### config.mk
export PLATFORM = sky130hd
export DESIGN_NAME = priority_task_scheduler
export DESIGN_NICKNAME = d
export VERILOG_FILES = /design/src/design/pts_pkg.sv /design/src/design/pts_task_mem.sv /design/src/design/priority_task_scheduler.sv
export SDC_FILE = /design/constraint.sdc
export NUM_CORES = 1
export LEC_CHECK = 0
export BUFFER_PORTS_ARGS = -buffer_cell sky130_fd_sc_hd__buf_4
export CORE_UTILIZATION = 55
export DETAILED_ROUTE_END_ITERATION = 7
export GPL_ROUTABILITY_DRIVEN = 0
export PLACE_DENSITY = 0.72
export SLEW_MARGIN = 25
export SYNTH_ARGS = -nofsm -noshare
export SYNTH_HDL_FRONTEND = slang
export SYNTH_SLANG_ARGS = --single-unit
export TNS_END_PERCENT = 5
### constraint.sdc
create_clock -name clk -period 9.3 [get_ports clk]
set_clock_uncertainty 0.1 [all_clocks]
set_input_delay 2.325 -clock clk [delete_from_list [all_inputs] [get_ports clk]]
set_output_delay 2.325 -clock clk [all_outputs]
set_load 0.02 [all_outputs]
### src/design/pts_pkg.sv
// Package for the priority task scheduler: constants, codes and types.
package pts_pkg;

  localparam int MAX_TASKS_DEF = 8;
  localparam int NUM_SEMAPHORES_DEF = 4;
  localparam int PRIORITY_BITS_DEF = 4;

  localparam logic [1:0] ST_SUSPENDED = 2'd0;
  localparam logic [1:0] ST_READY = 2'd1;
  localparam logic [1:0] ST_RUNNING = 2'd2;
  localparam logic [1:0] ST_WAITING = 2'd3;

  localparam logic [3:0] ACT_START = 4'd0;
  localparam logic [3:0] ACT_TICK = 4'd1;
  localparam logic [3:0] ACT_ACTIVATE = 4'd2;
  localparam logic [3:0] ACT_TERMINATE = 4'd3;
  localparam logic [3:0] ACT_CHAIN = 4'd4;
  localparam logic [3:0] ACT_DELAY = 4'd5;
  localparam logic [3:0] ACT_YIELD = 4'd6;
  localparam logic [3:0] ACT_SEM_INIT = 4'd7;
  localparam logic [3:0] ACT_SEM_WAIT = 4'd8;
  localparam logic [3:0] ACT_SEM_SIGNAL = 4'd9;

  localparam logic [1:0] REG_TASK_COUNT = 2'd0;
  localparam logic [1:0] REG_AUTOSTART = 2'd1;
  localparam logic [1:0] REG_PRIORITY = 2'd2;

  typedef enum logic [2:0] {
    S_IDLE,
    S_PRE,
    S_SWEEP,
    S_SCAN,
    S_DONE
  } sched_state_t;

endpackage

### src/design/pts_task_mem.sv
// Task table memory: state and delay count per task, registered read port.
module pts_task_mem import pts_pkg::*; #(
  parameter int MAX_TASKS = MAX_TASKS_DEF,
  localparam int TW = $clog2(MAX_TASKS)
) (
  input  logic          clk,
  input  logic          we,
  input  logic [TW-1:0] waddr,
  input  logic [1:0]    wstate,
  input  logic [31:0]   wdelay,
  input  logic [TW-1:0] raddr,
  output logic [1:0]    rstate,
  output logic [31:0]   rdelay
);
  logic [33:0] mem [MAX_TASKS];

  always_ff @(posedge clk) begin
    if (we) mem[waddr] <= {wstate, wdelay};
    {rstate, rdelay} <= mem[raddr];
  end
endmodule

### src/design/priority_task_scheduler.sv
// Top level of the priority task scheduler: control sequencer and semaphores.
// Actions that leave the table alone go straight to the done state; tick and a semaphore
// wake make one sweep of the table; actions that reschedule sweep, then scan.
// One action at a time: busy stays high until the done cycle ends. The receiver cannot stall.
// Reset (synchronous) clears the task table; busy stays high while it clears.
module priority_task_scheduler import pts_pkg::*; #(
  parameter int MAX_TASKS = MAX_TASKS_DEF,
  parameter int NUM_SEMAPHORES = NUM_SEMAPHORES_DEF,
  parameter int PRIORITY_BITS = PRIORITY_BITS_DEF
) (
  input  logic        clk,
  input  logic        rst,
  input  logic        start,
  output logic        busy,
  input  logic        cfg_we,
  input  logic [1:0]  cfg_index,
  input  logic [31:0] cfg_data,
  input  logic [3:0]  action,
  input  logic [3:0]  task_id,
  input  logic [31:0] amount,
  input  logic [1:0]  sem_id,
  output logic        valid,
  output logic [2:0]  running_task,
  output logic        dispatched,
  output logic        status,
  output logic        blocked,
  output logic        expiry_seen
);
  localparam int TW = $clog2(MAX_TASKS);
  localparam int CW = TW + 1;
  localparam logic [CW-1:0] NT = CW'(MAX_TASKS);

  sched_state_t st, st_next;
  logic [3:0] task_count;
  logic [7:0] autostart_mask;
  logic [31:0] priority_table;

  logic [3:0] act;
  logic [3:0] tid;
  logic [TW-1:0] tid_w;
  logic [31:0] amt;
  logic [1:0] sid;
  logic [TW-1:0] cur;
  logic expiry_flag;
  logic clearing;
  logic [CW-1:0] idx;   // read pointer during the sweep
  logic rd_vld;
  logic [TW-1:0] ridx;  // entry whose data is on the read port
  logic is_task, resched, err, blk, disp;
  logic waker_vld;
  logic [TW-1:0] waker;
  logic found;
  logic [PRIORITY_BITS-1:0] best;
  logic [TW-1:0] pick;
  logic [31:0] pick_dly;
  logic [CW-1:0] n_act;

  logic [31:0] sem_count [NUM_SEMAPHORES];
  logic [NUM_SEMAPHORES-1:0] wt_vld;
  logic [TW-1:0] wt_task [NUM_SEMAPHORES];
  logic sem_ok;

  logic we;
  logic [TW-1:0] waddr, raddr;
  logic [1:0] wstate, rstate, nst;
  logic [31:0] wdelay, rdelay, ndelay;

  pts_task_mem #(.MAX_TASKS(MAX_TASKS)) u_mem (
    .clk(clk), .we(we), .waddr(waddr), .wstate(wstate), .wdelay(wdelay),
    .raddr(raddr), .rstate(rstate), .rdelay(rdelay)
  );

  assign n_act = (32'(task_count) > 32'(MAX_TASKS)) ? NT : CW'(task_count);
  assign tid_w = TW'(tid);
  assign sem_ok = 32'(sem_id) < 32'(NUM_SEMAPHORES);
  assign busy = (st != S_IDLE) || clearing;

  function automatic logic [PRIORITY_BITS-1:0] prio(logic [31:0] tbl,
                                                    logic [TW-1:0] t);
    int sh;
    sh = int'(t) * PRIORITY_BITS;
    if (sh >= 32) return '0;
    return PRIORITY_BITS'(tbl >> sh);
  endfunction

  // Modify one task entry during the sweep.
  always_comb begin
    nst = rstate;
    ndelay = rdelay;
    case (act)
      ACT_START: nst = (32'(ridx) < 32'(task_count) && 32'(ridx) < 8
                        && autostart_mask[ridx[TW-1:0] & TW'(7)])
                       ? ST_READY
                       : ((CW'(ridx) < n_act) ? ST_SUSPENDED : rstate);
      ACT_TICK: if (rstate == ST_WAITING && rdelay != 0) begin
        ndelay = rdelay - 32'd1;
        if (ndelay == 0) nst = ST_READY;
      end
      ACT_ACTIVATE: if (ridx == tid_w || ridx == cur) nst = ST_READY;
      ACT_TERMINATE: if (ridx == cur) nst = ST_SUSPENDED;
      ACT_CHAIN: begin
        if (ridx == cur) nst = ST_SUSPENDED;
        else if (32'(tid) < 32'(MAX_TASKS) && ridx == tid_w) nst = ST_READY;
      end
      ACT_DELAY: if (ridx == cur) begin nst = ST_WAITING; ndelay = amt; end
      ACT_YIELD: if (ridx == cur) nst = ST_READY;
      ACT_SEM_WAIT: if (ridx == cur) nst = ST_WAITING;
      ACT_SEM_SIGNAL: if (waker_vld && ridx == waker) nst = ST_READY;
      default: ;
    endcase
  end

  always_comb begin
    st_next = st;
    case (st)
      S_IDLE: if (start && !clearing) st_next = is_task ? S_SWEEP : S_DONE;
      S_PRE: st_next = S_SWEEP;
      S_SWEEP: if (rd_vld && 32'(ridx) == MAX_TASKS - 1)
        st_next = resched ? S_SCAN : S_DONE;
      S_SCAN: if (rd_vld && 32'(ridx) == MAX_TASKS - 1) st_next = S_DONE;
      S_DONE: st_next = S_IDLE;
      default: st_next = S_IDLE;
    endcase
  end

  // Memory port control.
  always_comb begin
    we = 1'b0;
    waddr = ridx;
    wstate = nst;
    wdelay = ndelay;
    raddr = (st == S_IDLE || idx == NT) ? '0 : idx[TW-1:0];
    if (clearing) begin
      we = 1'b1;
      waddr = idx[TW-1:0];
      wstate = ST_SUSPENDED;
      wdelay = '0;
    end else if (st == S_SWEEP && rd_vld) begin
      we = 1'b1;
    end else if (st == S_DONE && found && resched) begin
      we = 1'b1;
      waddr = pick;
      wstate = ST_RUNNING;
      wdelay = pick_dly;
    end
  end

  // Marks the cycle after a dispatch, for the check on the current task.
  logic fix_pend;
  logic [TW-1:0] fix_addr;

  // An action walks the table unless it only touches a semaphore or changes nothing.
  always_comb begin
    is_task = 1'b0;
    case (action)
      ACT_START, ACT_TICK, ACT_TERMINATE, ACT_CHAIN, ACT_DELAY, ACT_YIELD: is_task = 1'b1;
      ACT_ACTIVATE: is_task = 32'(task_id) < 32'(MAX_TASKS);
      ACT_SEM_WAIT: is_task = sem_ok && (sem_count[sem_id] == '0);
      ACT_SEM_SIGNAL: is_task = sem_ok && wt_vld[sem_id];
      default: ;
    endcase
  end

  always_ff @(posedge clk) begin
    if (rst) begin
      st <= S_IDLE;
      task_count <= 4'd8;
      autostart_mask <= 8'd1;
      priority_table <= '0;
      cur <= '0;
      expiry_flag <= 1'b0;
      clearing <= 1'b1;
      idx <= '0;
      rd_vld <= 1'b0;
      wt_vld <= '0;
      valid <= 1'b0;
      fix_pend <= 1'b0;
      for (int s = 0; s < NUM_SEMAPHORES; s++) sem_count[s] <= '0;
    end else begin
      valid <= (st == S_DONE);
      fix_pend <= (st == S_DONE) && found && resched;
      if (cfg_we) begin
        case (cfg_index)
          REG_TASK_COUNT: task_count <= cfg_data[3:0];
          REG_AUTOSTART: autostart_mask <= cfg_data[7:0];
          REG_PRIORITY: priority_table <= cfg_data;
          default: ;
        endcase
      end
      if (clearing) begin
        if (idx == NT - CW'(1)) begin clearing <= 1'b0; idx <= '0; end
        else idx <= idx + CW'(1);
      end
      st <= st_next;
      case (st)
        S_IDLE: if (start && !clearing) begin
          act <= action; tid <= task_id; amt <= amount; sid <= sem_id;
          err <= (action == ACT_ACTIVATE) && (32'(task_id) >= 32'(MAX_TASKS));
          blk <= (action == ACT_SEM_WAIT) && is_task;
          waker_vld <= (action == ACT_SEM_SIGNAL) && is_task;
          resched <= is_task && (action != ACT_TICK) && (action != ACT_SEM_SIGNAL);
          disp <= 1'b0; found <= 1'b0; best <= '0; pick <= '0;
          idx <= CW'(1); ridx <= '0; rd_vld <= 1'b1;
          case (action)
            ACT_YIELD: expiry_flag <= 1'b0;
            ACT_SEM_INIT: if (sem_ok) begin
              sem_count[sem_id] <= amount; wt_vld[sem_id] <= 1'b0;
            end
            ACT_SEM_WAIT: if (sem_ok) begin
              if (sem_count[sem_id] != 0) sem_count[sem_id] <= sem_count[sem_id] - 32'd1;
              else begin
                wt_vld[sem_id] <= 1'b1; wt_task[sem_id] <= cur;
              end
            end
            ACT_SEM_SIGNAL: if (sem_ok) begin
              if (wt_vld[sem_id]) begin
                wt_vld[sem_id] <= 1'b0; waker <= wt_task[sem_id];
              end else if (sem_count[sem_id] != '1)
                sem_count[sem_id] <= sem_count[sem_id] + 32'd1;
            end
            default: ;
          endcase
        end
        S_SWEEP, S_SCAN: begin
          if (st == S_SWEEP && rd_vld && act == ACT_TICK && rstate == ST_WAITING
              && rdelay == 32'd1) expiry_flag <= 1'b1;
          if (st == S_SWEEP && act == ACT_START && rd_vld && 32'(ridx) < 8
              && CW'(ridx) < n_act && autostart_mask[ridx[TW-1:0] & TW'(7)])
            cur <= ridx;
          if (st == S_SCAN && rd_vld && rstate == ST_READY && CW'(ridx) < n_act
              && prio(priority_table, ridx) >= best) begin
            best <= prio(priority_table, ridx); pick <= ridx; found <= 1'b1;
            pick_dly <= rdelay;
          end
          if (rd_vld && 32'(ridx) == MAX_TASKS - 1) begin
            idx <= CW'(1); ridx <= '0;
          end else begin
            ridx <= idx[TW-1:0]; idx <= idx + CW'(1);
          end
        end
        S_DONE: begin
          rd_vld <= 1'b0;
          if (found && resched) begin cur <= pick; disp <= 1'b1; end
          fix_addr <= pick;
        end
        default: ;
      endcase
    end
  end

  assign running_task = 3'(cur);
  assign dispatched = disp;
  assign status = err;
  assign blocked = blk;
  assign expiry_seen = expiry_flag;

  // fix_addr is kept for the assertion below on the running entry.
`ifndef NO_ASSERTIONS
  a_busy_clear: assert property (@(posedge clk) disable iff (rst)
    clearing |-> busy) else $error("busy low while clearing");
  a_valid_once: assert property (@(posedge clk) disable iff (rst)
    valid |=> !valid) else $error("result strobe held two cycles");
  a_disp_cur: assert property (@(posedge clk) disable iff (rst)
    fix_pend |-> (cur == fix_addr)) else $error("current task not the pick");
  a_err_nodisp: assert property (@(posedge clk) disable iff (rst)
    (valid && status) |-> !dispatched) else $error("dispatch on error");
`endif
endmodule

After elaboration in Yosys (flattened, before gate mapping):

Memories as Yosys holds them, arrays and structs flattened. A register that Yosys moved wholly into a read port is not among the register bits.
Index checks and enable logic that the tools add are counted.

* output and inout bits: 9
* memory bits (writable): 412
* register bits after elaboration: 150
* memories: 3
* word-level logic and storage cells: 274
* input bits: 80

Memories
* u_mem.mem: words 8, width 34, rd ports 1, clocked after Yosys merged registers in 1, write ports 1, line pts_task_mem.sv:15 `logic [33:0] mem [MAX_TASKS];`
* sem_count: words 4, width 32, rd ports 1, clocked after Yosys merged registers in 0, write ports 4, line priority_task_scheduler.sv:58 `logic [31:0] sem_count [NUM_SEMAPHORES];`
* wt_task: words 4, width 3, rd ports 1, clocked after Yosys merged registers in 1, write ports 1, line priority_task_scheduler.sv:60 `logic [TW-1:0] wt_task [NUM_SEMAPHORES];`

* bitwise operators: 6
* reductions and logical operators: 62
* order comparisons: 11
* equality and inequality tests: 45
* add/sub/neg operators: 4
* shift-type cells: 1
* mux-type cells: 118

Operators with widths (count)
* 32-bit two-way mux: 8
* 32-bit zero test: 2
* 32-bit one-hot mux with 2 select lines: 1
* 32-bit nonzero test: 2
* 32-bit by 1-bit subtractor with 32-bit output (second input constant): 2
* 4-bit two-way mux: 14
* 1-bit two-way mux: 50
* 3-bit two-way mux: 14
* 32-bit by 1-bit adder with 32-bit output (second input constant): 1
* 32-bit by 1-bit equality test with 1-bit output (second input constant): 1
* 4-bit by 3-bit equality test with 1-bit output (second input constant): 8
* 32-bit inequality test (second input constant): 1
* 32-bit OR reduction: 1
* 32-bit by 5-bit >> shifter with 4-bit output: 1
* 2-bit two-way mux: 15
* 1-bit logical AND: 27
* 4-bit equality test (second input constant): 5
* 3-bit one-hot mux with 2 select lines: 3
* 4-bit by 2-bit equality test with 1-bit output (second input constant): 4
* 2-bit one-hot mux with 8 select lines: 1
* 4-bit one-hot mux with 2 select lines: 2
* 3-bit AND reduction: 5
* 2-bit by 1-bit inequality test with 1-bit output (second input constant): 6
* 3-bit one-hot mux with 4 select lines: 1
* other kinds (43): 72

Longest topological paths before layout:

Gate-level depths: netlist (run 1).

* depth after elaboration: 15
* gate-level depth with buffers: 14

Cells and area by module:

Synthesis (run 1) repeated with hierarchy kept, for this count alone.

* cells, all modules: 2031
* area, all modules: 27376.3 um^2

By module, submodules not included
* priority_task_scheduler: times used 1, cells each 1590, area an instance 16293.1 um^2, sequential area each 8177.8 um^2
* pts_task_mem: times used 1, cells each 441, area an instance 11083.1 um^2, sequential area each 8848.5 um^2

Least setup slack after synthesis (run 1):

Ideal clock, no wire load.

* kind: input to register
* start: in sem_id[0]
* end: mem sem_count[3][0], enable pin
* required time: 8.772 ns
* cell stages on the path: 11
* library setup time: 0.428 ns
* path slack: 2.822 ns
* arrival time: 5.950 ns
* path buffers: 4
* path through: buf_6 buf_12 buf_6 mux4_2 ha_1 and3_1 and4_1 buf_2 a41oi_1 nor3_2 o21bai_1

RTL lines
* start: declaration: line priority_task_scheduler.sv:21 `input logic [1:0] sem_id,`
* end: declaration: line priority_task_scheduler.sv:58

==> metrics.txt, run 1 <==
status=finished clean; placement row count=80; clock root buffer master=clkbuf_16; pin count of the biggest net entering global routing=between 80 and 90; post-layout min period=around 7 ns; Seq. cell area=~17,000 sq um; Max clock buf depth=3; Port Buf Inserts=88; CTS buffer count=58; IO Count=a little under 90; CTS resizes=0; Psw=~1300 uW; CTS tree=yes; Clock Latency Late Sink=between 0.6 and 0.7 ns; cell with the most instances after synthesis=edfxtp_1; CP Cell Sequence=buf_4, mux4_2, or3_4, nor4b_1, nand4_2, and2_1, nor3_2, buf_4, or2_2, nand2b_1, buf_4; global-route wire length before repair=between 100,000 and 150,000 um; vias in the first global route=17,400; part of the power in registers=approximately half; Sw Share=between 20% and 30%; Syn Nets=approximately 2,100; antenna violations before repair=0; wire length per cell=between 20 and 25 um; Die Wd=approximately 220 um; Synth top cells by count=503 x edfxtp_1, 237 x nor2_1, 177 x nand2_1; Post-DRT Antenna Nets=0; simple-gate share of the synthesized area=roughly 11%; flops & latches, synth=roughly 600; power density cells=195 nW/um^2; fraction of layout cells with a size suffix above 1=20.2%; Reg clk slew, reported paths=roughly 0.06 ns; hold crit path type=reg -> reg; DRT iter0 DRCs=2,149; register area share after synthesis=62.9%; # clock sinks=between 500 and 600; Max FO, Critical Path=43; peak supply drop=between 0.15 and 0.2 mV; Gate power share=~7.4%; critical path endpoint category=flop; HPWL after detailed placement=around 43,000 um; nets=between 2,000 and 2,500; crit path DAT=~7.4 ns; crit-path max cell delay=0.69 ns; leakage power=between 0.01 and 0.015 uW; fill cell count=approximately 3,600; Vias/cell=6.31; 1st-pass router iterations=6; max frequency=around 140 MHz; area leader, netlist=edfxtp_1; area delta synth->final=12.1%; highest-delay cell along the critical path=mux4_2; Worst Tran Pin Value=around 0.96 ns; core area=between 40,000 and 50,000 sq um; Rel. slew slack=35.9%; final setup fails=0; CP Class=in -> reg; Post-synth top flop=edfxtp_1; mux share of post-synthesis cell area=between 10% and 20%; final worst path period share=about 77%; Clk pwr share=40.9%; Synth async-reset ratio=0%; Post-synth EDFFs=about 500; htree depth=2; top cell type's share of synthesized area=between 50 and 60%; syn_area_per_cell=between 10 and 15 sq um; die height=between 200 and 250 um; critical path data required time=about 9.5 ns; RSZ-0062 raised after global routing=false; GR Overflow Total=0; cts hold-fix bufs=0; drc violations=0; die area=about 50,000 sq um; post-synthesis xor/xnor area fraction=under 10%; Final Power=just under 6000 uW; Post-CTS Setup Bufs=0; setup ws final=around 2.2 ns; multi-input logic area=between 9000 and 10,000 sq um; Worst setup SP type=primary input; Fin. Hold Viols=0; Post-Route Setup TNS=0 ns; Int Power=approximately 4600 uW; ANT cells=0; Place WS=about 1.6 ns; top post-synthesis cells by area=edfxtp_1 56%, mux4_2 9.6%, dfxtp_1 7.1%, nor2_1 3.3%, nand2_1 2.5%; Post-Syn Instances=2,033; Max Cap Viol=0; Max Transition Viols Final=0; Synth Area in Adders=less than 1%; Syn. warnings=0; DRT Wirelength=roughly 66,000 um; Starting Density=56.3%; gr usage total=a little over a quarter; Most Frequent Cell on Critical Path=buf_4; library cells used by synthesis=a little over 80; largest family of logic cells by synthesized area=multiplexers; Cell Area, Synth=~27,000 sq um; post-synthesis compound-gate area fraction=about 8.5%; Via Count=about 18,000
critical path: cells and delay by family:
kind | cells | cell delay (ns)
buffers and inverters | 3 | 1.27
AND/OR/NAND/NOR | 7 | 3.04
multiplexers | 1 | 0.69
cell families (layout without fill, tap and decap cells):
family	after synthesis	in the layout
simple gates	644	644
xor+xnor	60	60
mux	174	174
fa+ha+maj	15	15
flops	599	599
compound gates	355	355
buf+inv	186	282
metrics by stage:
step / area, sq um / instances / util [%] / hold slack [ns]
floorplan: 27100 / 2033 / - / 0.306
global placement: 28400 / 2677 / 58.9 / 0.340
detailed placement: 28400 / 2678 / 58.9 / 0.346
CTS: 30300 / 2785 / 63.0 / 0.354
global route: 30400 / 2785 / 63.1 / 0.381
finish: 30400 / 2785 / 63.1 / 0.355
worst paths after layout:
path                      start            endpoint  slack, ns  cells past startpoint
max                   sem_id[0]     sem_count[1][4]       2.18                     11
min          priority_table[24]  priority_table[24]       0.36                      2
max reg2reg     sem_count[3][8]     sem_count[1][4]       4.21                     10
min reg2reg  priority_table[24]  priority_table[24]       0.36                      2
final cells by class:
| cell class | count | area share [%] |
|---|---|---|
| timing repair buffer | 127 | 3.16 |
| inverter | 48 | 0.593 |
| multi-input combinational | 1248 | 30.9 |
| clock buffer | 82 | 5.59 |
| clock inverter | 25 | 0.927 |
| tap | 656 | 2.70 |
| sequential | 599 | 56.1 |
metal layers:
layer  up-vias  track usage [%]  share of wire (%)
met3       142             4.17                8.8
met5         -                0                  0
met4         0             9.35                3.0
met1      8708             38.2                 40
li1       7846                -                  -
met2       874             43.7                 48
sequential cells by signal, indices dropped and copies added (netlist names), 4 cells and up, named ones only:
name            cells
best                4
amt                32
task_count          4
tid                 4
autostart_mask      8
u_mem.rdelay       32
act                 4
u_mem.mem         272
sem_count         128
wt_task            12
idx                 4
priority_table     32
pick_dly           32
power by group through the flow:
stage               clock network, uW  registers [uW]  logic (uW)
finish                           2420            3070         438
global route                     2550            3080         473
CTS                              2450            3060         437
detailed placement                  0            3120         434
global placement                    0            3110         424
floorplan                           0            3080         314
cell usage in the layout (no fill, tap or decap), types with 11 or more instances in the layout:
| cell | synthesis | layout |
|---|---|---|
| a21oi_1 | 119 | 119 |
| a31oi_1 | 16 | 16 |
| and2_1 | 11 | 12 |
| buf_4 | 0 | 126 |
| clkbuf_1 | 112 | 13 |
| clkbuf_16 | 0 | 62 |
| clkinv_2 | 0 | 11 |
| dfxtp_1 | 96 | 94 |
| edfxtp_1 | 503 | 503 |
| ha_1 | 15 | 15 |
| inv_1 | 47 | 46 |
| mux2_2 | 42 | 42 |
| mux2i_1 | 17 | 17 |
| mux4_2 | 115 | 115 |
| nand2_1 | 177 | 175 |
| nand2b_1 | 19 | 18 |
| nand3_1 | 25 | 25 |
| nand4_1 | 15 | 15 |
| nor2_1 | 237 | 228 |
| nor3_1 | 35 | 35 |
| nor4_1 | 25 | 25 |
| o21ai_0 | 59 | 58 |
| o22ai_1 | 34 | 34 |
| or2_2 | 12 | 12 |
| or3_1 | 16 | 16 |
| xnor2_1 | 42 | 42 |
| xor2_1 | 18 | 18 |
Power figures use the tool's default switching activity.
==> run 2: changes to the inputs <==
Settings changed: PLACE_DENSITY 0.72 to 0.75.
Clock period 9.3 ns to 6.5 ns, I/O delays scaled along.
==> metrics.txt, run 2 (synthesis results as in run 1) <==
CTS buffer count=between 50 and 60; Die Wd=224 um; global-route wire length before repair=102,000 um; die area=about 50,000 sq um; Rel. slew slack=between 30 and 40%; CTS tree=yes; critical path data required time=~6.7 ns; status=finished clean; RSZ-0062 raised after global routing=false; area delta synth->final=12.3%; highest-delay cell along the critical path=mux4_2; reg2reg end=u_mem.mem[4][33]; Post-DRT Antenna Nets=0; drc violations=0; max frequency=between 150 and 200 MHz; Max FO, Critical Path=35; CP startpoint=sem_id[0]; DRT iter0 DRCs=2,366; Max Cap Viol=0; Reg clk slew, reported paths=~0.070 ns; R2R Setup Slk=2.07 ns; CP Class=in -> reg; cts hold-fix bufs=0; most common cell after layout, fill and taps aside=edfxtp_1; worst setup path endpoint=sem_count[1][18]; Vias/cell=approximately 6.4; GR Overflow Total=0; commonest cells after routing, fill and taps aside=503 x edfxtp_1, 228 x nor2_1, 176 x nand2_1; Max Transition Viols Final=0; Post-CTS Setup Bufs=0; Port Buf Inserts=88; nets=~2,200; Top reg by flops=u_mem.mem; htree depth=2; Clock Latency Late Sink=between 0.6 and 0.7 ns; fin util=63.2%; wire length per cell=23.8 um; power density cells=around 280 nW/um^2; clock root buffer master=clkbuf_16; Max clock buf depth=3; Starting Density=56.3%; IO Count=89; CTS resizes=0; RR Startpoint=ridx[0]; ANT cells=0; hold crit path type=reg -> reg; gr usage total=between 20 and 30%; die height=around 220 um; crit path DAT=roughly 5.8 ns; core area=between 40,000 and 50,000 sq um; 1st-pass router iterations=6; peak supply drop=~0.32 mV; final worst path period share=84.8%; Post-Route Setup TNS=0 ns; Worst setup SP type=primary input; post-layout min period=between 5 and 6 ns; final setup fails=0; CP Cell Sequence=buf_4, mux4_2, inv_1, ha_1, nor4b_1, nand4_2, and2_1, nor3_2, or2_2, nand2b_1, buf_4; Largest register FFs=roughly 270; Worst Tran Pin Value=roughly 0.98 ns; antenna violations before repair=0; HPWL after detailed placement=42,800 um; vias in the first global route=approximately 17,000; Fin. Hold Viols=0; R2R depth=8; Via Count=17,800; top flop regs=u_mem.mem: 272 flops, sem_count: 128 flops; fraction of layout cells with a size suffix above 1=20.2%; critical path endpoint category=flop; placement row count=80; leakage power=approximately 0.011 uW; # clock sinks=around 600; pin count of the biggest net entering global routing=81; Most Frequent Cell on Critical Path=buf_4; DRT Wirelength=around 66,000 um; crit-path max cell delay=approximately 0.68 ns
run 2: cell types whose count changed in the layout (fill, tap and decap cells not counted), sizes merged:
cell	previous run	this run
clkinvlp	1	0
inv	48	49
bufinv	6	3
buf	127	134
clkbuf	82	86
run 2: per-layer routing:
metal	share of wire, %	wire length, um	global-route usage, %	vias up
li1	-	-	-	7889
met1	40	26400	37.0	8726
met2	48	31900	43.5	976
met3	9.3	6170	4.54	161
met4	3.1	2040	9.15	0
met5	0	0	0	-
run 2: power by group:
part           internal (uW)  switching [uW]
Sequential              4290             104
Combinational            271             356
Clock                   2020            1430
Total                   6580            1890
run 2: final cells by class:
type | instances | area (sq um)
Fill cell | 3477 | 17700
Sequential cell | 599 | 17000
Multi-Input combinational cell | 1248 | 9390
Clock buffer | 86 | 1790
Timing Repair Buffer | 134 | 1030
Tap cell | 656 | 821
Clock inverter | 22 | 191
Inverter | 48 | 180
run 2: per-stage QoR:
stage | setup slack [ns] | total power, uW | cell area (sq um) | hold WS, ns | cells
3_3_place_gp | 0.605 | 5060 | 28400 | 0.341 | 2684
5_1_grt | 0.737 | 8710 | 30400 | 0.368 | 2793
4_1_cts | 1.04 | 8490 | 30400 | 0.354 | 2793
3_5_place_dp | 0.447 | 5080 | 28400 | 0.345 | 2685
6_report | 0.986 | 8470 | 30400 | 0.355 | 2793
2_1_floorplan | 0.722 | 4860 | 27100 | 0.306 | 2033
run 2: how the worst min path moves through the flow:
stage | slack (ns) | cells after the start | from | end
final | 0.36 | 2 | priority_table[25] | priority_table[25]
after floorplan | 0.31 | 0 | u_mem.rdelay[10] | pick_dly[10]
after global routing | 0.37 | 2 | priority_table[25] | priority_table[25]
after global placement | 0.34 | 2 | priority_table[5] | priority_table[5]
after CTS | 0.35 | 2 | priority_table[25] | priority_table[25]
after detailed placement | 0.35 | 2 | priority_table[25] | priority_table[25]
run 2: worst max-delay path, delay by kind of cell:
family | cells | cell delay [ns]
adders and majority gates | 1 | 0.26
buffers and inverters | 3 | 0.94
muxes | 1 | 0.68
and+or+nand+nor | 6 | 2.20
